**src/rtl/rsm_pkg.sv**
```systemverilog
`default_nettype none

package rsm_pkg;

	// Mixing modes as held in the mix_mode register
	typedef enum logic [1:0] {
		MODE_STEREO  = 2'd0,
		MODE_MONO    = 2'd1,
		MODE_DOPPLER = 2'd2,
		MODE_CROSS   = 2'd3
	} mix_mode_t;

	// Configuration register indexes
	localparam int          REG_IW        = 3;
	localparam logic [2:0]  REG_MIX_MODE  = 3'd0;
	localparam logic [2:0]  REG_GAIN_L    = 3'd1;
	localparam logic [2:0]  REG_GAIN_R    = 3'd2;
	localparam logic [2:0]  REG_GAIN2_L   = 3'd3;
	localparam logic [2:0]  REG_GAIN2_R   = 3'd4;
	localparam logic [2:0]  REG_RATE_STEP = 3'd5;
	localparam logic [2:0]  REG_WEIGHT_1  = 3'd6;
	localparam logic [2:0]  REG_WEIGHT_2  = 3'd7;

	localparam logic [31:0] RATE_STEP_RST = 32'd268435456;
	localparam logic [8:0]  WEIGHT_1_RST  = 9'd256;

	// Queue between front and back
	localparam int Q_DEPTH = 2;
	localparam int Q_AW    = 1;
	localparam int Q_CW    = 2;

	typedef struct packed {
		logic signed [15:0] src_left;
		logic signed [15:0] src_right;
		logic signed [31:0] acc_left;
		logic signed [31:0] acc_right;
		logic [3:0]         adv;
	} rsm_entry_t;

	typedef struct packed {
		logic            full;
		logic            empty;
		logic [Q_CW-1:0] count;
	} rsm_qstat_t;

	typedef struct packed {
		mix_mode_t  mode;
		logic [7:0] gain_left;
		logic [7:0] gain_right;
		logic [7:0] gain2_left;
		logic [7:0] gain2_right;
		logic [8:0] weight_first;
		logic [8:0] weight_second;
	} rsm_mix_cfg_t;

	// Back-end sequencer states
	typedef enum logic [1:0] {
		BK_IDLE = 2'd0,
		BK_PRE  = 2'd1,
		BK_MUL  = 2'd2,
		BK_ADD  = 2'd3
	} rsm_bk_state_t;

	typedef struct packed {
		logic pop;
		logic ld_op;
		logic ld_term;
		logic ld_out;
	} rsm_bk_ctrl_t;

endpackage

`default_nettype wire

```
**src/rtl/rsm_front.sv**
```systemverilog
`default_nettype none

module rsm_front #(
	parameter int FRAC_BITS = 28
) (
	input  wire logic               clk,
	input  wire logic               arst_n,
	input  wire logic               in_valid,
	output logic                    in_ready,
	input  wire logic signed [15:0] src_left,
	input  wire logic signed [15:0] src_right,
	input  wire logic signed [31:0] acc_left_in,
	input  wire logic signed [31:0] acc_right_in,
	input  wire logic               run_start,
	input  wire logic [31:0]        start_phase,
	input  wire logic [31:0]        rate_step,
	input  wire logic               q_full,
	output logic                    q_push,
	output rsm_pkg::rsm_entry_t     q_data
);

	logic [FRAC_BITS-1:0] phase_q;
	logic [31:0]          base;
	logic [31:0]          sum;
	logic [31:0]          adv_full;

	assign in_ready = !q_full;
	assign q_push   = in_valid && in_ready;

	// Phase advances in transfer order, so the fraction is settled here
	assign base     = run_start ? start_phase : {{(32-FRAC_BITS){1'b0}}, phase_q};
	assign sum      = base + rate_step;
	assign adv_full = sum >> FRAC_BITS;

	always_comb begin
		q_data.src_left  = src_left;
		q_data.src_right = src_right;
		q_data.acc_left  = acc_left_in;
		q_data.acc_right = acc_right_in;
		q_data.adv       = (adv_full > 32'd15) ? 4'd15 : adv_full[3:0];
	end

	always_ff @(posedge clk or negedge arst_n) begin
		if (!arst_n) begin
			phase_q <= '0;
		end else if (q_push) begin
			phase_q <= sum[FRAC_BITS-1:0];
		end
	end

endmodule

`default_nettype wire

```
**src/rtl/rsm_fifo.sv**
```systemverilog
`default_nettype none

module rsm_fifo (
	input  wire logic                 clk,
	input  wire logic                 arst_n,
	input  wire logic                 push,
	input  wire rsm_pkg::rsm_entry_t  push_data,
	input  wire logic                 pop,
	output rsm_pkg::rsm_entry_t       head,
	output rsm_pkg::rsm_qstat_t       stat
);

	rsm_pkg::rsm_entry_t          mem_q [rsm_pkg::Q_DEPTH];
	logic [rsm_pkg::Q_AW-1:0]     wr_ptr_q;
	logic [rsm_pkg::Q_AW-1:0]     rd_ptr_q;
	logic [rsm_pkg::Q_CW-1:0]     count_q;

	assign head       = mem_q[rd_ptr_q];
	assign stat.count = count_q;
	assign stat.full  = (count_q == rsm_pkg::Q_CW'(rsm_pkg::Q_DEPTH));
	assign stat.empty = (count_q == '0);

	always_ff @(posedge clk) begin
		if (push) begin
			mem_q[wr_ptr_q] <= push_data;
		end
	end

	always_ff @(posedge clk or negedge arst_n) begin
		if (!arst_n) begin
			wr_ptr_q <= '0;
			rd_ptr_q <= '0;
			count_q  <= '0;
		end else begin
			if (push) begin
				wr_ptr_q <= rsm_pkg::Q_AW'(wr_ptr_q + 1'b1);
			end
			if (pop) begin
				rd_ptr_q <= rsm_pkg::Q_AW'(rd_ptr_q + 1'b1);
			end
			count_q <= count_q + rsm_pkg::Q_CW'(push) - rsm_pkg::Q_CW'(pop);
		end
	end

endmodule

`default_nettype wire

```
**src/rtl/rsm_back.sv**
```systemverilog
`default_nettype none

module rsm_back (
	input  wire logic                 clk,
	input  wire logic                 arst_n,
	input  wire rsm_pkg::rsm_mix_cfg_t cfg,
	input  wire rsm_pkg::rsm_entry_t  head,
	input  wire logic                 q_empty,
	output logic                      q_pop,
	output logic                      out_valid,
	input  wire logic                 out_ready,
	output logic signed [31:0]        acc_left_out,
	output logic signed [31:0]        acc_right_out,
	output logic [3:0]                frames_advance
);

	rsm_pkg::rsm_bk_state_t state_q;
	rsm_pkg::rsm_bk_state_t state_nxt;
	rsm_pkg::rsm_bk_ctrl_t  ctrl;

	rsm_pkg::rsm_entry_t    work_q;
	logic signed [17:0]     opl_q;
	logic signed [17:0]     opr_q;
	logic signed [18:0]     tl1_q;
	logic signed [18:0]     tr1_q;
	logic signed [16:0]     tl2_q;
	logic signed [16:0]     tr2_q;
	logic                   out_valid_q;
	logic signed [31:0]     acc_l_q;
	logic signed [31:0]     acc_r_q;
	logic [3:0]             adv_q;

	logic                   out_free;
	logic signed [25:0]     pf;
	logic signed [25:0]     ps;
	logic signed [17:0]     xf;
	logic signed [17:0]     sl;
	logic signed [17:0]     sr;
	logic signed [26:0]     pl1;
	logic signed [26:0]     pr1;
	logic signed [24:0]     pl2;
	logic signed [24:0]     pr2;

	assign out_free = !out_valid_q || out_ready;

	// Next state
	always_comb begin
		state_nxt = state_q;
		case (state_q)
			rsm_pkg::BK_IDLE: begin
				if (!q_empty) begin
					state_nxt = rsm_pkg::BK_PRE;
				end
			end
			rsm_pkg::BK_PRE: state_nxt = rsm_pkg::BK_MUL;
			rsm_pkg::BK_MUL: state_nxt = rsm_pkg::BK_ADD;
			rsm_pkg::BK_ADD: begin
				if (out_free) begin
					state_nxt = rsm_pkg::BK_IDLE;
				end
			end
			default: state_nxt = rsm_pkg::BK_IDLE;
		endcase
	end

	// Sequencer outputs
	always_comb begin
		ctrl = '0;
		case (state_q)
			rsm_pkg::BK_IDLE: ctrl.pop     = !q_empty;
			rsm_pkg::BK_PRE:  ctrl.ld_op   = 1'b1;
			rsm_pkg::BK_MUL:  ctrl.ld_term = 1'b1;
			rsm_pkg::BK_ADD:  ctrl.ld_out  = out_free;
			default:          ctrl = '0;
		endcase
	end

	assign q_pop = ctrl.pop;

	// Crossfade pre-mix and operand choice
	assign pf = $signed({{10{work_q.src_left[15]}}, work_q.src_left})
		* $signed({17'd0, cfg.weight_first});
	assign ps = $signed({{10{work_q.src_right[15]}}, work_q.src_right})
		* $signed({17'd0, cfg.weight_second});
	assign xf = $signed(pf[25:8]) + $signed(ps[25:8]);
	assign sl = {{2{work_q.src_left[15]}}, work_q.src_left};
	assign sr = {{2{work_q.src_right[15]}}, work_q.src_right};

	// Gain products on the registered operands
	assign pl1 = $signed({19'd0, cfg.gain_left}) * $signed({{9{opl_q[17]}}, opl_q});
	assign pr1 = $signed({19'd0, cfg.gain_right}) * $signed({{9{opr_q[17]}}, opr_q});
	assign pl2 = $signed({17'd0, cfg.gain2_left})
		* $signed({{9{work_q.src_right[15]}}, work_q.src_right});
	assign pr2 = $signed({17'd0, cfg.gain2_right})
		* $signed({{9{work_q.src_right[15]}}, work_q.src_right});

	always_ff @(posedge clk) begin
		if (ctrl.pop) begin
			work_q <= head;
		end
		if (ctrl.ld_op) begin
			case (cfg.mode)
				rsm_pkg::MODE_STEREO: begin
					opl_q <= sl;
					opr_q <= sr;
				end
				rsm_pkg::MODE_MONO, rsm_pkg::MODE_DOPPLER: begin
					opl_q <= sl;
					opr_q <= sl;
				end
				default: begin
					opl_q <= xf;
					opr_q <= xf;
				end
			endcase
		end
		if (ctrl.ld_term) begin
			tl1_q <= $signed(pl1[26:8]);
			tr1_q <= $signed(pr1[26:8]);
			if (cfg.mode == rsm_pkg::MODE_DOPPLER) begin
				tl2_q <= $signed(pl2[24:8]);
				tr2_q <= $signed(pr2[24:8]);
			end else begin
				tl2_q <= '0;
				tr2_q <= '0;
			end
		end
		if (ctrl.ld_out) begin
			acc_l_q <= work_q.acc_left + {{13{tl1_q[18]}}, tl1_q}
				+ {{15{tl2_q[16]}}, tl2_q};
			acc_r_q <= work_q.acc_right + {{13{tr1_q[18]}}, tr1_q}
				+ {{15{tr2_q[16]}}, tr2_q};
			adv_q   <= work_q.adv;
		end
	end

	always_ff @(posedge clk or negedge arst_n) begin
		if (!arst_n) begin
			state_q     <= rsm_pkg::BK_IDLE;
			out_valid_q <= 1'b0;
		end else begin
			state_q <= state_nxt;
			if (ctrl.ld_out) begin
				out_valid_q <= 1'b1;
			end else if (out_ready) begin
				out_valid_q <= 1'b0;
			end
		end
	end

	assign out_valid      = out_valid_q;
	assign acc_left_out   = acc_l_q;
	assign acc_right_out  = acc_r_q;
	assign frames_advance = adv_q;

endmodule

`default_nettype wire

```
**src/rtl/resampling_stereo_channel_mixer_unit.sv**
```systemverilog
// Channel   Direction  Handshake              Payload
// in        input      in_valid / in_ready    src_left, src_right, acc_left_in,
//                                             acc_right_in, run_start, start_phase
// out       output     out_valid / out_ready  acc_left_out, acc_right_out,
//                                             frames_advance
// cfg       input      cfg_wr_en              cfg_index, cfg_wdata
//
// The back-end sequencer walks each item through pop, pre-mix, gain multiply and
// accumulate steps on one set of multipliers, and pops the next item only after the
// last result is loaded into the output register, which waits while out is stalled.
// The front end settles the phase at transfer and parks items in a two-entry queue,
// so input keeps flowing while a finished result waits at the output register.
// Reset is asynchronous and active low; it clears the phase, queue, sequencer and
// configuration registers to their defaults.
`default_nettype none

module resampling_stereo_channel_mixer_unit #(
	parameter int FRAC_BITS = 28
) (
	input  wire logic               clk,
	input  wire logic               arst_n,
	input  wire logic               in_valid,
	output logic                    in_ready,
	input  wire logic signed [15:0] src_left,
	input  wire logic signed [15:0] src_right,
	input  wire logic signed [31:0] acc_left_in,
	input  wire logic signed [31:0] acc_right_in,
	input  wire logic               run_start,
	input  wire logic [31:0]        start_phase,
	output logic                    out_valid,
	input  wire logic               out_ready,
	output logic signed [31:0]      acc_left_out,
	output logic signed [31:0]      acc_right_out,
	output logic [3:0]              frames_advance,
	input  wire logic               cfg_wr_en,
	input  wire logic [rsm_pkg::REG_IW-1:0] cfg_index,
	input  wire logic [31:0]        cfg_wdata
);

	rsm_pkg::rsm_mix_cfg_t cfg_q;
	logic [31:0]           rate_step_q;

	rsm_pkg::rsm_entry_t   q_in;
	rsm_pkg::rsm_entry_t   q_head;
	rsm_pkg::rsm_qstat_t   q_stat;
	logic                  q_push;
	logic                  q_pop;

	// Configuration registers; the user must write them only while the block is idle (not enforced here)
	always_ff @(posedge clk or negedge arst_n) begin
		if (!arst_n) begin
			cfg_q.mode          <= rsm_pkg::MODE_STEREO;
			cfg_q.gain_left     <= '0;
			cfg_q.gain_right    <= '0;
			cfg_q.gain2_left    <= '0;
			cfg_q.gain2_right   <= '0;
			cfg_q.weight_first  <= rsm_pkg::WEIGHT_1_RST;
			cfg_q.weight_second <= '0;
			rate_step_q         <= rsm_pkg::RATE_STEP_RST;
		end else if (cfg_wr_en) begin
			case (cfg_index)
				rsm_pkg::REG_MIX_MODE:  cfg_q.mode <= rsm_pkg::mix_mode_t'(cfg_wdata[1:0]);
				rsm_pkg::REG_GAIN_L:    cfg_q.gain_left     <= cfg_wdata[7:0];
				rsm_pkg::REG_GAIN_R:    cfg_q.gain_right    <= cfg_wdata[7:0];
				rsm_pkg::REG_GAIN2_L:   cfg_q.gain2_left    <= cfg_wdata[7:0];
				rsm_pkg::REG_GAIN2_R:   cfg_q.gain2_right   <= cfg_wdata[7:0];
				rsm_pkg::REG_RATE_STEP: rate_step_q         <= cfg_wdata;
				rsm_pkg::REG_WEIGHT_1:  cfg_q.weight_first  <= cfg_wdata[8:0];
				rsm_pkg::REG_WEIGHT_2:  cfg_q.weight_second <= cfg_wdata[8:0];
				default: begin
				end
			endcase
		end
	end

	// Front end: take the transfer, advance the phase, queue the item
	rsm_front #(
		.FRAC_BITS (FRAC_BITS)
	) u_front (
		.clk          (clk),
		.arst_n       (arst_n),
		.in_valid     (in_valid),
		.in_ready     (in_ready),
		.src_left     (src_left),
		.src_right    (src_right),
		.acc_left_in  (acc_left_in),
		.acc_right_in (acc_right_in),
		.run_start    (run_start),
		.start_phase  (start_phase),
		.rate_step    (rate_step_q),
		.q_full       (q_stat.full),
		.q_push       (q_push),
		.q_data       (q_in)
	);

	// Hold items between the two halves
	rsm_fifo u_fifo (
		.clk       (clk),
		.arst_n    (arst_n),
		.push      (q_push),
		.push_data (q_in),
		.pop       (q_pop),
		.head      (q_head),
		.stat      (q_stat)
	);

	// Back end: mix into the accumulators and drive the result register
	rsm_back u_back (
		.clk            (clk),
		.arst_n         (arst_n),
		.cfg            (cfg_q),
		.head           (q_head),
		.q_empty        (q_stat.empty),
		.q_pop          (q_pop),
		.out_valid      (out_valid),
		.out_ready      (out_ready),
		.acc_left_out   (acc_left_out),
		.acc_right_out  (acc_right_out),
		.frames_advance (frames_advance)
	);

	// Never push into a full queue
	a_no_push_full: assert property (@(posedge clk) disable iff (!arst_n)
		q_push |-> !q_stat.full)
		else $error("push into full queue");

	// Never pop an empty queue
	a_no_pop_empty: assert property (@(posedge clk) disable iff (!arst_n)
		q_pop |-> !q_stat.empty)
		else $error("pop from empty queue");

	// Fill level tracks pushes and pops exactly
	a_count_track: assert property (@(posedge clk) disable iff (!arst_n)
		!$past(!arst_n) |=> q_stat.count == $past(q_stat.count)
			+ rsm_pkg::Q_CW'($past(q_push)) - rsm_pkg::Q_CW'($past(q_pop)))
		else $error("queue fill level out of step");

endmodule

`default_nettype wire

```
**config.mk**
```make
export PLATFORM = sky130hd
export DESIGN_NAME = resampling_stereo_channel_mixer_unit
export DESIGN_NICKNAME = d
export VERILOG_FILES = /design/src/rtl/rsm_pkg.sv /design/src/rtl/rsm_front.sv /design/src/rtl/rsm_fifo.sv /design/src/rtl/rsm_back.sv /design/src/rtl/resampling_stereo_channel_mixer_unit.sv
export SDC_FILE = /design/constraint.sdc
export NUM_CORES = 2
export LEC_CHECK = 0
export ABC_CLOCK_PERIOD_IN_PS = 12550
export BUFFER_PORTS_ARGS = -buffer_cell sky130_fd_sc_hd__buf_2
export CORE_UTILIZATION = 41
export CTS_BUF_LIST = sky130_fd_sc_hd__clkbuf_8
export DETAILED_ROUTE_END_ITERATION = 12
export SYNTH_ARGS = -nofsm -noshare
export SYNTH_HDL_FRONTEND = slang
export SYNTH_SLANG_ARGS = --single-unit
```
**constraint.sdc**
```tcl
create_clock -name clk -period 12.55 [get_ports clk]
set_clock_uncertainty 0.15 [all_clocks]
set_input_delay 2.51 -clock clk [delete_from_list [all_inputs] [get_ports clk]]
set_output_delay 2.51 -clock clk [all_outputs]
set_load 0.02 [all_outputs]
```
* After elaboration in Yosys (flattened, before gate mapping)
Memories as Yosys holds them, arrays and structs flattened. A register that Yosys moved wholly into a read port is not among the register bits. Index checks and enable logic that the tools add are counted.
Storage, ports and cells: bits in registers 295, RAM bits 200, input bits 169, logic and storage cells 92, memories 1
Cells by class: $add $sub $neg 10, multiply operators 6, $lt $le $gt $ge 1, eq/ne operators 15, muxes and demuxes 15, reduce and logical (&&, ||, !) cells 21
Memory list:
- u_fifo.mem_q | depth 2, bits a word 100, read ports 1, clocked after memory_dff 1, write ports 1, RTL line rsm_fifo.sv:13 | rsm_pkg::rsm_entry_t mem_q [rsm_pkg::Q_DEPTH];
Operators by type and width (number):
- 32-bit adder | 5
- 9-bit by 18-bit multiplier with 27-bit output | 2
- 16-bit by 10-bit multiplier with 26-bit output | 2
- 9-bit by 16-bit multiplier with 25-bit output | 2
- 18-bit case mux with 2 select lines | 1
- 32-bit two-way mux | 1
- 18-bit adder | 1
- 18-bit two-way mux | 1
- 2-bit AND reduction | 9
- 3-bit == test, second input constant | 4
- 2-bit == test, second input constant | 4
- 1-bit two-way mux | 8
- 2-bit case mux with 4 select lines | 1
- 3-bit by 2-bit == test with 1-bit output, second input constant | 2
- 2-bit logical NOT | 3
- 2-bit by 1-bit == test with 1-bit output, second input constant | 2
- 4-bit > comparator, second input constant | 1
- 2-bit two-way mux | 2
- 4-bit two-way mux | 1
- 3-bit by 1-bit == test with 1-bit output, second input constant | 1
- 1-bit logical NOT | 3
- 3-bit logical NOT | 1
- 3-bit OR reduction | 1
- 1-bit adder, second input constant | 2
- other kinds (8) | 8

* Logic depth before layout (Yosys ltp)
depth after elaboration 5, gate-level depth with buffers 36, depth with buffers taken out 34

* By module
From an unflattened synthesis, not the netlist that was laid out.
Second synthesis, totals: cell total of the unflattened synthesis 5205, area total of the unflattened synthesis 57410.1 um^2
Modules (own cells, without submodules):
- rsm_back | times used 1, cells an instance 4222, area an instance 42319.3 um^2
- rsm_fifo | times used 1, cells an instance 326, area an instance 7862.5 um^2
- rsm_front | times used 1, cells an instance 471, area an instance 3802.4 um^2
- resampling_stereo_channel_mixer_unit | times used 1, cells an instance 186, area an instance 3425.8 um^2

* Least setup slack after synthesis
No wires, ideal clock.
kind in2reg, start point in in_valid, end point mem u_fifo.mem_q[0][0] (netlist name), enable pin, arrival time 7.158 ns, setup slack 4.681 ns, stages on the path 4, buffers on the path 2, cells stage by stage nand2_1 -> clkbuf_1 -> clkbuf_1 -> nor2_1
On the way: longest elaborated chain between the ends 3
RTL lines:
- start, declared | RTL line resampling_stereo_channel_mixer_unit.sv:22 | input wire logic in_valid,
- 1-bit logical AND | RTL line rsm_front.sv:28 | assign q_push = in_valid && in_ready;
- 1-bit two-way mux | RTL line rsm_fifo.sv:24 | if (push) begin
- 1-bit two-way mux (implied by the code) | RTL line rsm_fifo.sv:25 | mem_q[wr_ptr_q] <= push_data;
- end, declared | RTL line rsm_fifo.sv:13
Every way passes these cells.

* Worst setup path in the final report
start point reg cfg_q[10] (netlist name), end point reg u_back.opr_q[17] (data pin)
On the way: longest elaborated chain between the ends 3
RTL lines:
- start, declared | RTL line resampling_stereo_channel_mixer_unit.sv:40 | rsm_pkg::rsm_mix_cfg_t cfg_q;
- 16-bit by 10-bit multiplier with 26-bit output | RTL line rsm_back.sv:82 | * $signed({17'd0, cfg.weight_first});
- 18-bit adder | RTL line rsm_back.sv:85 | assign xf = $signed(pf[25:8]) + $signed(ps[25:8]);
- 18-bit case mux with 2 select lines | RTL line rsm_back.sv:102 | case (cfg.mode)
- end signal, assigned | RTL line rsm_back.sv:105 | opr_q <= sr;
- end signal, assigned | RTL line rsm_back.sv:109 | opr_q <= sl;
- end, declared | RTL line rsm_back.sv:23 | logic signed [17:0] opr_q;
Every way passes these cells. A chain may end at the register's enable or synchronous reset.

==> summary.md <==
| Metric | Value |
|---|---|
| Total Routing Usage GR | `19.3%` |
| Reg2reg path depth | `32` |
| Clk slew on worst S/H paths | `0.06 ns` |
| Post-Route Setup TNS | `0 ns` |
| Seq. cell area | `17300 um2` |
| Area growth, synth to finish | `9.36%` |
| Failing checks | `DRC` |
| Final setup viols | `0` |
| Worst Tran Pin Value | `1.11 ns` |
| Average wire per standard cell | `17.8 um` |
| Worst min path class | `flop to flop` |
| Max-Slew Margin vs Limit | `between 20% and 30%` |
| Routed Antenna Nets | `0` |
| Most frequent cells in the layout | `967 x inv_1, 736 x fa_1, 491 x and2_1, 476 x edfxtp_1, 464 x nand2_1` |
| DPL Wire Length | `97800 um` |
| 1st-pass router iterations | `10` |
| Synth Area per Inst | `11.0 um2` |
| Syn Std Cell Area | `55500 um2` |
| Worst Setup End Kind | `flop` |
| Layout cells sized above 1 | `12.5%` |
| Reg-to-Reg End | `u_back.opr_q[17]` |
| GPL Wtd Cong | `0.867` |
| Final Hold Vio Count | `0` |
| Cell count after synthesis | `around 5000` |
| CP Launch Type | `flop` |
| Commonest non-fill, non-tap cell in the layout | `inv_1` |
| Worst path slowest cell | `dfrtp_1` |
| Die Wd | `approximately 370 um` |
| WHS Path Cells | `0` |
| TritonCTS Sinks | `between 500 and 600` |
| Die footprint | `137000 um2` |
| Max cap viols | `0` |
| Clock buffer depth | `3` |
| Port Buffers | `238` |
| Multi-input gate area | `34200 um2` |
| CP max FO | `17` |
| Number of flops mapped to enable cells by yosys | `476` |
| RSZ-0062 raised after global routing | `no` |
| Final #Nets | `roughly 6600` |
| CTS hold repair buffers | `0` |
| Register area share after synthesis | `31.1%` |
| DR DRC count | `30` |
| Total grt overflow | `0` |
| Setup Crit Path Kind | `flop to flop` |
| Vias/cell | `between 4 and 5` |
| CTS tree | `yes` |
| Post-CTS sizing | `0` |
| Final min period | `8.31 ns` |
| Initial antenna violation count | `19` |
| Initial Util | `about two fifths` |
| Filler cells | `12462` |
| CTS Buf Count | `roughly 100` |
| Core ar. | `134000 um2` |
| Synth Warn # | `0` |
| Largest net degree at the start of global routing | `just over 60` |
| WL final | `127000 um` |
| Postcts setup bufs | `0` |
| Hold endpoint | `u_back.frames_advance[2]` |
| Clk root buf | `clkbuf_8` |
| Worst min-delay path startpoint | `u_back.work_q[2]` |
| First-pass GRT wire length | `206000 um` |
| Asr flop ratio synth | `20.0%` |
| DRT iter0 DRCs | `1905` |
| CP required | `between 10 and 15 ns` |
| H-tree depth | `3` |
| Cell variety after synth | `86` |
| Number of global-route vias before repair | `37664` |
| DIE HEIGHT | `370 um` |
| Predominant post-synthesis flop cell | `edfxtp_1` |
| Post-synthesis net count | `6388` |
| Crit path DAT | `8.69 ns` |
| Post-synthesis register bit count | `595` |
| Clock Latency Late Sink | `0.80 ns` |
| Num rows | `134` |
| Worst r2r src | `cfg_q[10]` |
| Tcrit/Tclk final | `66.2%` |
| Status | `finished, violations left` |
| Fmax | `around 120 MHz` |
| Fin. max-slew vios | `0` |
| FF-to-FF setup slack | `between 4 and 5 ns` |
| I/O pin total | `239` |
| CP peak stage delay | `slightly above 0.7 ns` |
| Vias | `35086` |
## worst max-delay path, delay by kind of cell, from the launching register on
family                     cells  cell delay [ns]
xor gates and xnor gates       3             0.59
AOI/OAI and AO/OA             12             2.49
and+or+nand+nor                7             0.81
buffers and inverters          3             0.16
adders and majority gates      7             3.17
DFF                            1             0.71
## cell families after synthesis
family / Yosys count / synth area share [%]
muxes: 212 / 4.30
AOI/OAI and AO/OA: 503 / 5.98
buffers and inverters: 1095 / 7.43
and+or+nand+nor: 1286 / 11.7
adders and majority gates: 1157 / 36.0
xor gates and xnor gates: 214 / 3.40
DFF: 595 / 31.1
## cells in the mapped netlist (all sizes together), types with 7 or more instances
cell | instances | area [um2]
a211oi | 9 | 85.1
a21o | 77 | 578
a21oi | 148 | 759
a22oi | 14 | 105
a31oi | 9 | 56.3
and2 | 492 | 3080
and3 | 17 | 106
buf | 12 | 57.6
clkbuf | 144 | 542
dfrtp | 117 | 2930
edfxtp | 476 | 14300
fa | 736 | 14700
ha | 421 | 5270
inv | 939 | 3520
mux2 | 211 | 2380
nand2 | 466 | 1750
nand2b | 20 | 125
nand3 | 31 | 155
nand4 | 16 | 106
nor2 | 136 | 510
nor2b | 33 | 206
nor3 | 41 | 215
nor3b | 7 | 52.6
o211ai | 8 | 70.1
o21a | 46 | 345
o21ai | 117 | 593
o21bai | 18 | 135
o31ai | 9 | 72.6
xnor2 | 158 | 1380
xor2 | 55 | 482
## per-layer routing
layer	track usage, %	up-vias	part of all wire (%)
li1	-	16613	-
met1	26.2	17609	46
met2	31.5	705	47
met3	3.39	151	5.3
met4	5.40	8	2.3
met5	0	-	0.030
## layout make-up
cell class / count / area share (%)
Multi-Input combinational cell: 3372 / 56.3
Sequential cell: 595 / 28.5
Inverter: 939 / 5.81
Tap cell: 1768 / 3.64
Clock buffer: 110 / 2.49
Timing Repair Buffer: 274 / 2.42
Clock inverter: 77 / 0.862
Antenna cell: 11 / 0.0453
## state kept, by name, summed over array words and instances (netlist names), 16 cells and up
name and count:
u_back.acc_right_out 32, u_back.sr 16, u_back.tr2_q 17, u_back.acc_left_out 32
cfg_q 52, u_back.sl 16, u_back.tr1_q 19, u_back.opl_q 18
u_fifo.mem_q 200, u_back.tl1_q 19, u_back.tl2_q 17, u_front.phase_q 28
u_back.opr_q 18, rate_step_q 32, u_back.work_q 68
## metrics by stage
step	std cells	hold WS (ns)	area (um2)	setup WS (ns)	util, %
4_1_cts	7135	0.269	60700	4.29	45.3
3_5_place_dp	6948	0.255	58600	4.33	43.8
2_1_floorplan	5062	0.250	55500	4.68	-
6_report	7146	0.269	60700	4.24	45.3
5_1_grt	7141	0.273	60700	3.73	45.3
3_3_place_gp	6948	0.251	58600	4.47	43.8
## worst max path at each step
stage / from / end / slack [ns] / cells past startpoint
after global routing: cfg_q[10] / u_back.opr_q[17] / 3.73 / 34
after global placement: cfg_q[10] / u_back.opr_q[17] / 4.47 / 34
after floorplan: in_valid / u_fifo.mem_q[0][0] / 4.68 / 4
after detailed placement: cfg_q[10] / u_back.opr_q[17] / 4.33 / 32
final: cfg_q[10] / u_back.opr_q[17] / 4.24 / 32
after CTS: cfg_q[10] / u_back.opr_q[17] / 4.29 / 32
Power is left out: the tool's default activity adds up to more than one toggle a clock period on the data nets, which glitch-free logic cannot reach.
